$ cat config.mk
export PLATFORM = sky130hd
export DESIGN_NAME = dns_message_field_parser_unit
export DESIGN_NICKNAME = d
export VERILOG_FILES = /design/src/design/dmfp_pkg.sv /design/src/design/dns_message_field_parser_unit.sv /design/src/design/dmfp_core.sv /design/src/design/dmfp_outbuf.sv
export SDC_FILE = /design/constraint.sdc
export NUM_CORES = 1
export LEC_CHECK = 0
export BUFFER_PORTS_ARGS = -buffer_cell sky130_fd_sc_hd__buf_2
export CAP_MARGIN = 40
export CORE_UTILIZATION = 53
export CTS_CLUSTER_DIAMETER = 100
export DETAILED_ROUTE_END_ITERATION = 10
export PLACE_DENSITY = 0.72
export SYNTH_ARGS = -nofsm -noshare
export SYNTH_HDL_FRONTEND = slang
export SYNTH_HIERARCHICAL = 1
export SYNTH_SLANG_ARGS = --single-unit
$ cat constraint.sdc
create_clock -name clk -period 5.35 [get_ports clk]
set_input_delay 0.535 -clock clk [delete_from_list [all_inputs] [get_ports clk]]
set_output_delay 0.535 -clock clk [all_outputs]
set_load 0.05 [all_outputs]
$ cat src/design/dmfp_pkg.sv
// ---------------------------------------------------------------------------
// DNS message field parser package
// Shared types and constants for the byte-wise DNS message field parser.
// ---------------------------------------------------------------------------
package dmfp_pkg;

    // Message layout.
    localparam int HEADER_BYTES = 12;
    localparam int RDATA_KEEP   = 16;

    // The byte counter must hold the last header byte index and RDATA_KEEP.
    localparam int CNT_MAX = (RDATA_KEEP > HEADER_BYTES) ? RDATA_KEEP : HEADER_BYTES;
    localparam int CNT_W   = $clog2(CNT_MAX + 1);

    // Header byte indexes ending both counts and the header; RDATA keep limit.
    localparam logic [CNT_W-1:0] ANCOUNT_LAST_BYTE = CNT_W'(7);
    localparam logic [CNT_W-1:0] ARCOUNT_LAST_BYTE = CNT_W'(11);
    localparam logic [CNT_W-1:0] HEADER_LAST_BYTE  = CNT_W'(HEADER_BYTES - 1);
    localparam logic [CNT_W-1:0] RDATA_KEEP_CNT    = CNT_W'(RDATA_KEEP);

    localparam logic [7:0] DOT_CHAR = 8'h2E;

    // Field kinds carried with each result word.
    localparam logic [3:0] KIND_NAME_CHAR = 4'd0;
    localparam logic [3:0] KIND_NAME_END  = 4'd1;
    localparam logic [3:0] KIND_ANCOUNT   = 4'd2;
    localparam logic [3:0] KIND_ARCOUNT   = 4'd3;
    localparam logic [3:0] KIND_QTYPE     = 4'd4;
    localparam logic [3:0] KIND_QCLASS    = 4'd5;
    localparam logic [3:0] KIND_ANS_PTR   = 4'd6;
    localparam logic [3:0] KIND_ANS_TYPE  = 4'd7;
    localparam logic [3:0] KIND_ANS_CLASS = 4'd8;
    localparam logic [3:0] KIND_TTL       = 4'd9;
    localparam logic [3:0] KIND_RDLENGTH  = 4'd10;
    localparam logic [3:0] KIND_RDATA     = 4'd11;

    // Parser phases.
    typedef enum logic [3:0] {
        PH_HEADER     = 4'd0,
        PH_LABEL_LEN  = 4'd1,
        PH_LABEL_CHAR = 4'd2,
        PH_QTYPE      = 4'd3,
        PH_QCLASS     = 4'd4,
        PH_ANS_PTR    = 4'd5,
        PH_ANS_TYPE   = 4'd6,
        PH_ANS_CLASS  = 4'd7,
        PH_TTL        = 4'd8,
        PH_RDLEN      = 4'd9,
        PH_RDATA      = 4'd10,
        PH_DONE       = 4'd11
    } phase_t;

    // One result word passed from the parser core to the output buffer.
    typedef struct packed {
        logic        valid;
        logic [3:0]  kind;
        logic [31:0] value;
    } result_t;

endpackage

$ cat src/design/dns_message_field_parser_unit.sv
// ---------------------------------------------------------------------------
// DNS message field parser unit
// Reads a DNS message one byte per word and reports header counts, the
// question name, type and class, and the first answer's fixed fields and data.
// ---------------------------------------------------------------------------
//  Channel | Signals                                   | Direction
//  --------+-------------------------------------------+----------
//  in      | in_valid, in_stall, data_byte,            | to block
//          | end_of_message                            |
//  out     | out_valid, out_stall, field_kind,         | from block
//          | field_value                               |
//
// One byte is taken per cycle while in_stall is low; its result word, if any,
// enters the output register in the following cycle, or the skid stage if busy.
// The parse state updates in a single pass, so the rate is one word per cycle.
// Reset returns the parser to the header phase and empties the output buffer.
// A two-word output buffer absorbs an output stall; in_stall rises only when
// both words are occupied.
// ---------------------------------------------------------------------------
module dns_message_field_parser_unit
    import dmfp_pkg::*;
(
    input  logic          clk,
    input  logic          rst_n,
    input  logic          in_valid,
    output logic          in_stall,
    input  logic [7:0]    data_byte,
    input  logic          end_of_message,
    output logic          out_valid,
    input  logic          out_stall,
    output logic [3:0]    field_kind,
    output logic [31:0]   field_value
);

    logic    accept;
    logic    buf_full;
    result_t result;

    // A word is taken whenever the output buffer has room for its result.
    assign in_stall = buf_full;
    assign accept   = in_valid & ~buf_full;

    dmfp_core u_core (
        .clk            (clk),
        .rst_n          (rst_n),
        .accept         (accept),
        .data_byte      (data_byte),
        .end_of_message (end_of_message),
        .result         (result)
    );

    dmfp_outbuf u_outbuf (
        .clk         (clk),
        .rst_n       (rst_n),
        .result      (result),
        .full        (buf_full),
        .out_valid   (out_valid),
        .out_stall   (out_stall),
        .field_kind  (field_kind),
        .field_value (field_value)
    );

endmodule

$ cat src/design/dmfp_core.sv
// ---------------------------------------------------------------------------
// DNS message field parser core
// Holds the parse state and turns each accepted byte into at most one result.
// ---------------------------------------------------------------------------
module dmfp_core
    import dmfp_pkg::*;
(
    input  logic          clk,
    input  logic          rst_n,
    input  logic          accept,
    input  logic [7:0]    data_byte,
    input  logic          end_of_message,
    output result_t       result
);

    phase_t             phase_reg, phase_next;
    logic [CNT_W-1:0]   count_reg, count_next;
    logic [7:0]         label_left_reg, label_left_next;
    logic               first_label_reg, first_label_next;
    logic               ans_nz_reg, ans_nz_next;
    logic [31:0]        gather_reg, gather_next;
    logic [15:0]        data_left_reg, data_left_next;

    logic [31:0]        gather_shift;
    logic               fixed_done;
    logic [7:0]         label_left_dec;
    logic [15:0]        data_left_dec;

    // Shared terms of the byte datapath.
    assign gather_shift   = {gather_reg[23:0], data_byte};
    assign fixed_done     = (phase_reg == PH_TTL) ? (count_reg == CNT_W'(3))
                                                  : (count_reg == CNT_W'(1));
    assign label_left_dec = label_left_reg - 8'd1;
    assign data_left_dec  = data_left_reg - 16'd1;

    // Next phase.
    always_comb
    begin
        phase_next = phase_reg;
        case (phase_reg)
            PH_HEADER:
            begin
                if (count_reg == HEADER_LAST_BYTE)
                    phase_next = PH_LABEL_LEN;
            end
            PH_LABEL_LEN:
            begin
                phase_next = (data_byte == 8'd0) ? PH_QTYPE : PH_LABEL_CHAR;
            end
            PH_LABEL_CHAR:
            begin
                if (label_left_dec == 8'd0)
                    phase_next = PH_LABEL_LEN;
            end
            PH_QTYPE:     if (fixed_done) phase_next = PH_QCLASS;
            PH_QCLASS:    if (fixed_done) phase_next = ans_nz_reg ? PH_ANS_PTR : PH_DONE;
            PH_ANS_PTR:   if (fixed_done) phase_next = PH_ANS_TYPE;
            PH_ANS_TYPE:  if (fixed_done) phase_next = PH_ANS_CLASS;
            PH_ANS_CLASS: if (fixed_done) phase_next = PH_TTL;
            PH_TTL:       if (fixed_done) phase_next = PH_RDLEN;
            PH_RDLEN:
            begin
                if (fixed_done)
                    phase_next = (gather_shift[15:0] != 16'd0) ? PH_RDATA : PH_DONE;
            end
            PH_RDATA:
            begin
                if (data_left_dec == 16'd0)
                    phase_next = PH_DONE;
            end
            default: phase_next = PH_DONE;
        endcase
        if (end_of_message)
            phase_next = PH_HEADER;
    end

    // Counters, gathered bytes and the result word.
    always_comb
    begin
        count_next       = count_reg;
        label_left_next  = label_left_reg;
        first_label_next = first_label_reg;
        ans_nz_next      = ans_nz_reg;
        gather_next      = gather_reg;
        data_left_next   = data_left_reg;
        result           = '0;
        case (phase_reg)
            PH_HEADER:
            begin
                gather_next = gather_shift;
                if (count_reg == ANCOUNT_LAST_BYTE)
                begin
                    ans_nz_next  = (gather_shift[15:0] != 16'd0);
                    result.valid = 1'b1;
                    result.kind  = KIND_ANCOUNT;
                    result.value = {16'd0, gather_shift[15:0]};
                end
                else if (count_reg == ARCOUNT_LAST_BYTE)
                begin
                    result.valid = 1'b1;
                    result.kind  = KIND_ARCOUNT;
                    result.value = {16'd0, gather_shift[15:0]};
                end
                if (count_reg == HEADER_LAST_BYTE)
                begin
                    count_next  = '0;
                    gather_next = '0;
                end
                else
                begin
                    count_next = count_reg + CNT_W'(1);
                end
            end
            PH_LABEL_LEN:
            begin
                if (data_byte == 8'd0)
                begin
                    result.valid = 1'b1;
                    result.kind  = KIND_NAME_END;
                    count_next   = '0;
                    gather_next  = '0;
                end
                else
                begin
                    // A separator dot goes out ahead of every label but the first.
                    if (!first_label_reg)
                    begin
                        result.valid = 1'b1;
                        result.kind  = KIND_NAME_CHAR;
                        result.value = {24'd0, DOT_CHAR};
                    end
                    first_label_next = 1'b0;
                    label_left_next  = data_byte;
                end
            end
            PH_LABEL_CHAR:
            begin
                result.valid    = 1'b1;
                result.kind     = KIND_NAME_CHAR;
                result.value    = {24'd0, data_byte};
                label_left_next = label_left_dec;
            end
            PH_QTYPE, PH_QCLASS, PH_ANS_PTR, PH_ANS_TYPE, PH_ANS_CLASS, PH_TTL, PH_RDLEN:
            begin
                gather_next = gather_shift;
                count_next  = count_reg + CNT_W'(1);
                if (fixed_done)
                begin
                    result.valid = 1'b1;
                    case (phase_reg)
                        PH_QTYPE:     result.kind = KIND_QTYPE;
                        PH_QCLASS:    result.kind = KIND_QCLASS;
                        PH_ANS_PTR:   result.kind = KIND_ANS_PTR;
                        PH_ANS_TYPE:  result.kind = KIND_ANS_TYPE;
                        PH_ANS_CLASS: result.kind = KIND_ANS_CLASS;
                        PH_TTL:       result.kind = KIND_TTL;
                        default:      result.kind = KIND_RDLENGTH;
                    endcase
                    result.value = (phase_reg == PH_TTL) ? gather_shift
                                                         : {16'd0, gather_shift[15:0]};
                    count_next   = '0;
                    gather_next  = '0;
                    if (phase_reg == PH_RDLEN)
                        data_left_next = gather_shift[15:0];
                end
            end
            PH_RDATA:
            begin
                // Only the first RDATA_KEEP data bytes are reported.
                if (count_reg != RDATA_KEEP_CNT)
                begin
                    result.valid = 1'b1;
                    result.kind  = KIND_RDATA;
                    result.value = {24'd0, data_byte};
                    count_next   = count_reg + CNT_W'(1);
                end
                data_left_next = data_left_dec;
            end
            default:
            begin
            end
        endcase
        if (end_of_message)
        begin
            count_next       = '0;
            label_left_next  = '0;
            first_label_next = 1'b1;
            ans_nz_next      = 1'b0;
            gather_next      = '0;
            data_left_next   = '0;
        end
        result.valid = result.valid & accept;
    end

    // Parse state registers, updated on every accepted byte.
    always_ff @(posedge clk or negedge rst_n)
    begin
        if (!rst_n)
        begin
            phase_reg       <= PH_HEADER;
            count_reg       <= '0;
            label_left_reg  <= '0;
            first_label_reg <= 1'b1;
            ans_nz_reg      <= 1'b0;
            gather_reg      <= '0;
            data_left_reg   <= '0;
        end
        else if (accept)
        begin
            phase_reg       <= phase_next;
            count_reg       <= count_next;
            label_left_reg  <= label_left_next;
            first_label_reg <= first_label_next;
            ans_nz_reg      <= ans_nz_next;
            gather_reg      <= gather_next;
            data_left_reg   <= data_left_next;
        end
    end

endmodule

$ cat src/design/dmfp_outbuf.sv
// ---------------------------------------------------------------------------
// DNS message field parser output buffer
// Result register with a skid stage so input and output stalls stay apart.
// ---------------------------------------------------------------------------
module dmfp_outbuf
    import dmfp_pkg::*;
(
    input  logic          clk,
    input  logic          rst_n,
    input  result_t       result,
    output logic          full,
    output logic          out_valid,
    input  logic          out_stall,
    output logic [3:0]    field_kind,
    output logic [31:0]   field_value
);

    logic        main_valid_reg, main_valid_next;
    logic        skid_valid_reg, skid_valid_next;
    logic [35:0] main_data_reg, main_data_next;
    logic [35:0] skid_data_reg, skid_data_next;
    logic        out_take;

    assign out_take = main_valid_reg & ~out_stall;

    // Move words between the skid stage and the output register.
    always_comb
    begin
        main_valid_next = main_valid_reg;
        skid_valid_next = skid_valid_reg;
        main_data_next  = main_data_reg;
        skid_data_next  = skid_data_reg;
        if (out_take)
        begin
            main_valid_next = skid_valid_reg;
            main_data_next  = skid_data_reg;
            skid_valid_next = 1'b0;
        end
        if (result.valid)
        begin
            if (!main_valid_next)
            begin
                main_valid_next = 1'b1;
                main_data_next  = {result.kind, result.value};
            end
            else
            begin
                skid_valid_next = 1'b1;
                skid_data_next  = {result.kind, result.value};
            end
        end
    end

    // Valid flags.
    always_ff @(posedge clk or negedge rst_n)
    begin
        if (!rst_n)
        begin
            main_valid_reg <= 1'b0;
            skid_valid_reg <= 1'b0;
        end
        else
        begin
            main_valid_reg <= main_valid_next;
            skid_valid_reg <= skid_valid_next;
        end
    end

    // Word payloads.
    always_ff @(posedge clk)
    begin
        main_data_reg <= main_data_next;
        skid_data_reg <= skid_data_next;
    end

    assign full        = skid_valid_reg;
    assign out_valid   = main_valid_reg;
    assign field_kind  = main_data_reg[35:32];
    assign field_value = main_data_reg[31:0];

endmodule
==> out/metrics.yaml <==
syn_inst: 611
grtUsageTotal_pct: 26.11
postRouteAntennaNets: 0
cp-end-kind: "register"
setup_tns_ps: 0
tritoncts: "done"
drt_iter0_drc: 491
drt-pass1-iter-count: 5
place_congestion: 0.9180
synth_top_area_share_pct: 22.20
synth_edf_count: 36
cp_slowest_cell: "dfrtp_1"
layout.cells.non_filler: 834
cts_buffers: 17
power.density_mw_per_mm2: 385.0
overflow: 0
antenna_found_initial: 0
max_cap_violations: 0
hold_buffers: 0
postRouteWirelength_mm: 15.90
post_dp_cell_area_mm2: 0.007133
synth_largest_area_cell: "dfrtp_1"
worstPathCellList: "inv_1 -> and4_1 -> a32oi_1 -> nand3_2 -> a21oi_1 -> nor2_1 -> nand2_2 -> buf_16 -> mux2_2"
dp.cells: 802
netlist_area_mm2: 0.006763
critPathKind: "reg2reg"
synth_cell_types: 74
avgSynthCellArea_um2: 11.07
grt_max_degree: 62
cts_num_sinks: 133
synth_area_leaders: "dfrtp_1 (22%), edfxtp_1 (16%), dfxtp_1 (11%)"
final_common_cell: "dfrtp_1"
pwr-share-clk_pct: 36.1
fin_skew_ps: 12.73
synth_nets: 630
required_ps: 5660
vdd.ir_drop.worst_uv: 182.5
die-area_mm2: 0.01322
crit_buf_inv: 2
fin_crit_sh_pct: 66.06
ys_seq_area_share_pct: 49.23
combinationalPowerShare_pct: 22.7
finalHoldViolCount: 0
viasPerCell: 6.062
nNetsFinal: 672
finalHoldWorstSlack_ps: 270.1
boundaryPins: 51
drc: 0
final_max_slew_viol_count: 0
synthToLayoutAreaGrowth_pct: 13.47
internal_power_uw: 2035
antenna_cells: 0
slew_headroom_pct: 39.34
avgRoutedWirePerCell_um: 19.07
pre_cts_ws_ps: 1892
p_leak_uw: 0.003363
grt_pass1_wl_mm: 25.73
clk_latency_ps: 430
arrival_ps: 3840
cts_root_buffer: "clkbuf_16"
crit_fanout: 23
hold_path_class: "in2async"
dr_total_vias: 5056
port_buffers: 50
std_cell_rows: 40
core_area_mm2: 0.01221
cp_top_family: "simple AND/OR/NAND/NOR gates"
fmax_mhz: 282.9
htreeDepth: 4
setup_viol: 0
clk_pin_slew_ps: 60
status: "finished clean"
netSwitchingFraction_pct: 31.12
async_flop_share_pct: 45.86
start_util_pct: 55.38
startpoint_type: "register"
n_fill_cell: 1017
yosysWarningCount: 6
die_w_um: 115.0
worst_pin_slew_ps: 909.9
ctsResizeCount: 0
cts.path.max_buffers: 2
first_global_vias: 4937
regToRegSetupSlack_ps: 1820
setup_ws_ps: 1816
ys.flop_type: "dfrtp_1"
rsz0062_at_grt: "false"
p_seq_share_pct: 41.2
post_cts_buffers: 0
drive_above_1_share_pct: 26.28
period_needed_ps: 3534
switching_power_uw: 919.5
fin_area_mm2: 0.007674
ys_ff_latch: 133
final_cell_mix: "dfrtp_1 (60), buf_2 (50), mux2_2 (43), o21ai_0 (42), nor2_1 (40)"
fp.dieH_um: 115.0
slowest_delay_ps: 710
hpwlAfterDp_mm: 10.76
[cell usage after synthesis (all sizes together), types with 15 or more instances]
cell type  number
nor3           21
clkbuf         18
a22o           26
and2           21
o21ai          46
nand2          33
edfxtp         36
mux2           72
a21oi          30
dfxtp          36
inv            15
dfrtp          60
buf            18
nor2           41
[worst paths after layout]
path / startpoint / cells past startpoint / end
setup / recovery: u_core/phase_reg[3]$_DFFE_PN0P_ / 9 / u_outbuf/main_data_reg[21]$_DFF_P_
hold / removal: rst_n / 2 / u_core/label_left_reg[4]$_DFFE_PN0P_
setup reg to reg: u_core/phase_reg[3]$_DFFE_PN0P_ / 9 / u_outbuf/main_data_reg[21]$_DFF_P_
hold reg to reg: u_core/gather_reg[19]$_DFFE_PN0P_ / 1 / u_core/gather_reg[19]$_DFFE_PN0P_
max in group asynchronous: rst_n / 2 / u_core/gather_reg[22]$_DFFE_PN0P_
min in group clk: out_stall / 3 / u_outbuf/full$_DFF_PN0_
[cells by family (layout without fill, tap and decap cells)]
kind of cell	after synthesis	after routing	share of synthesized area (%)
XOR/XNOR	9	9	1.277
adder cells (fa/ha/maj)	6	6	1.110
flip-flops	133	133	49.23
AND/OR/NAND/NOR	185	185	15.34
AO/OA/AOI/OAI	151	151	15.06
multiplexers	76	76	14.19
buffers and inverters	51	106	3.793
[stage by stage]
stage	utilization (%)	total power [uW]
6_report	62.84	2955
5_1_grt	62.84	3082
4_1_cts	62.84	2976
3_5_place_dp	58.41	1902
3_3_place_gp	58.02	1884
2_1_floorplan	-	1750
[power by group through the flow]
stage               logic (uW)  clock network, uW  registers [uW]
floorplan                  297                  0            1450
global placement           655                  0            1230
detailed placement         667                  0            1240
CTS                        671               1090            1220
global route               711               1140            1230
finish                     670               1070            1220
[per-layer routing]
metal	global-route usage, %	share of wire, %	vias up
li1	-	-	2348
met1	32.40	41	2485
met2	42.53	49	174
met3	6.062	6.0	49
met4	13.94	3.5	0
met5	0	0	-
[layout make-up]
cell class	count	area (um2)	area share (%)
Sequential cell	133	3329	43.39
Multi-Input combinational cell	427	3187	41.53
Clock buffer	23	457.9	5.968
Timing Repair Buffer	59	350.3	4.565
Tap cell	168	210.2	2.739
Clock inverter	9	82.58	1.076
Inverter	15	56.30	0.7337
[worst reg2reg max path: stages (launching register included)]
cell and delay [ps]:
dfrtp_1 710, inv_1 250, and4_1 230, a32oi_1 690, nand3_2 290, a21oi_1 190
nor2_1 100, nand2_2 360, buf_16 230, mux2_2 360
No activity file was read; power rests on OpenSTA's default activity.
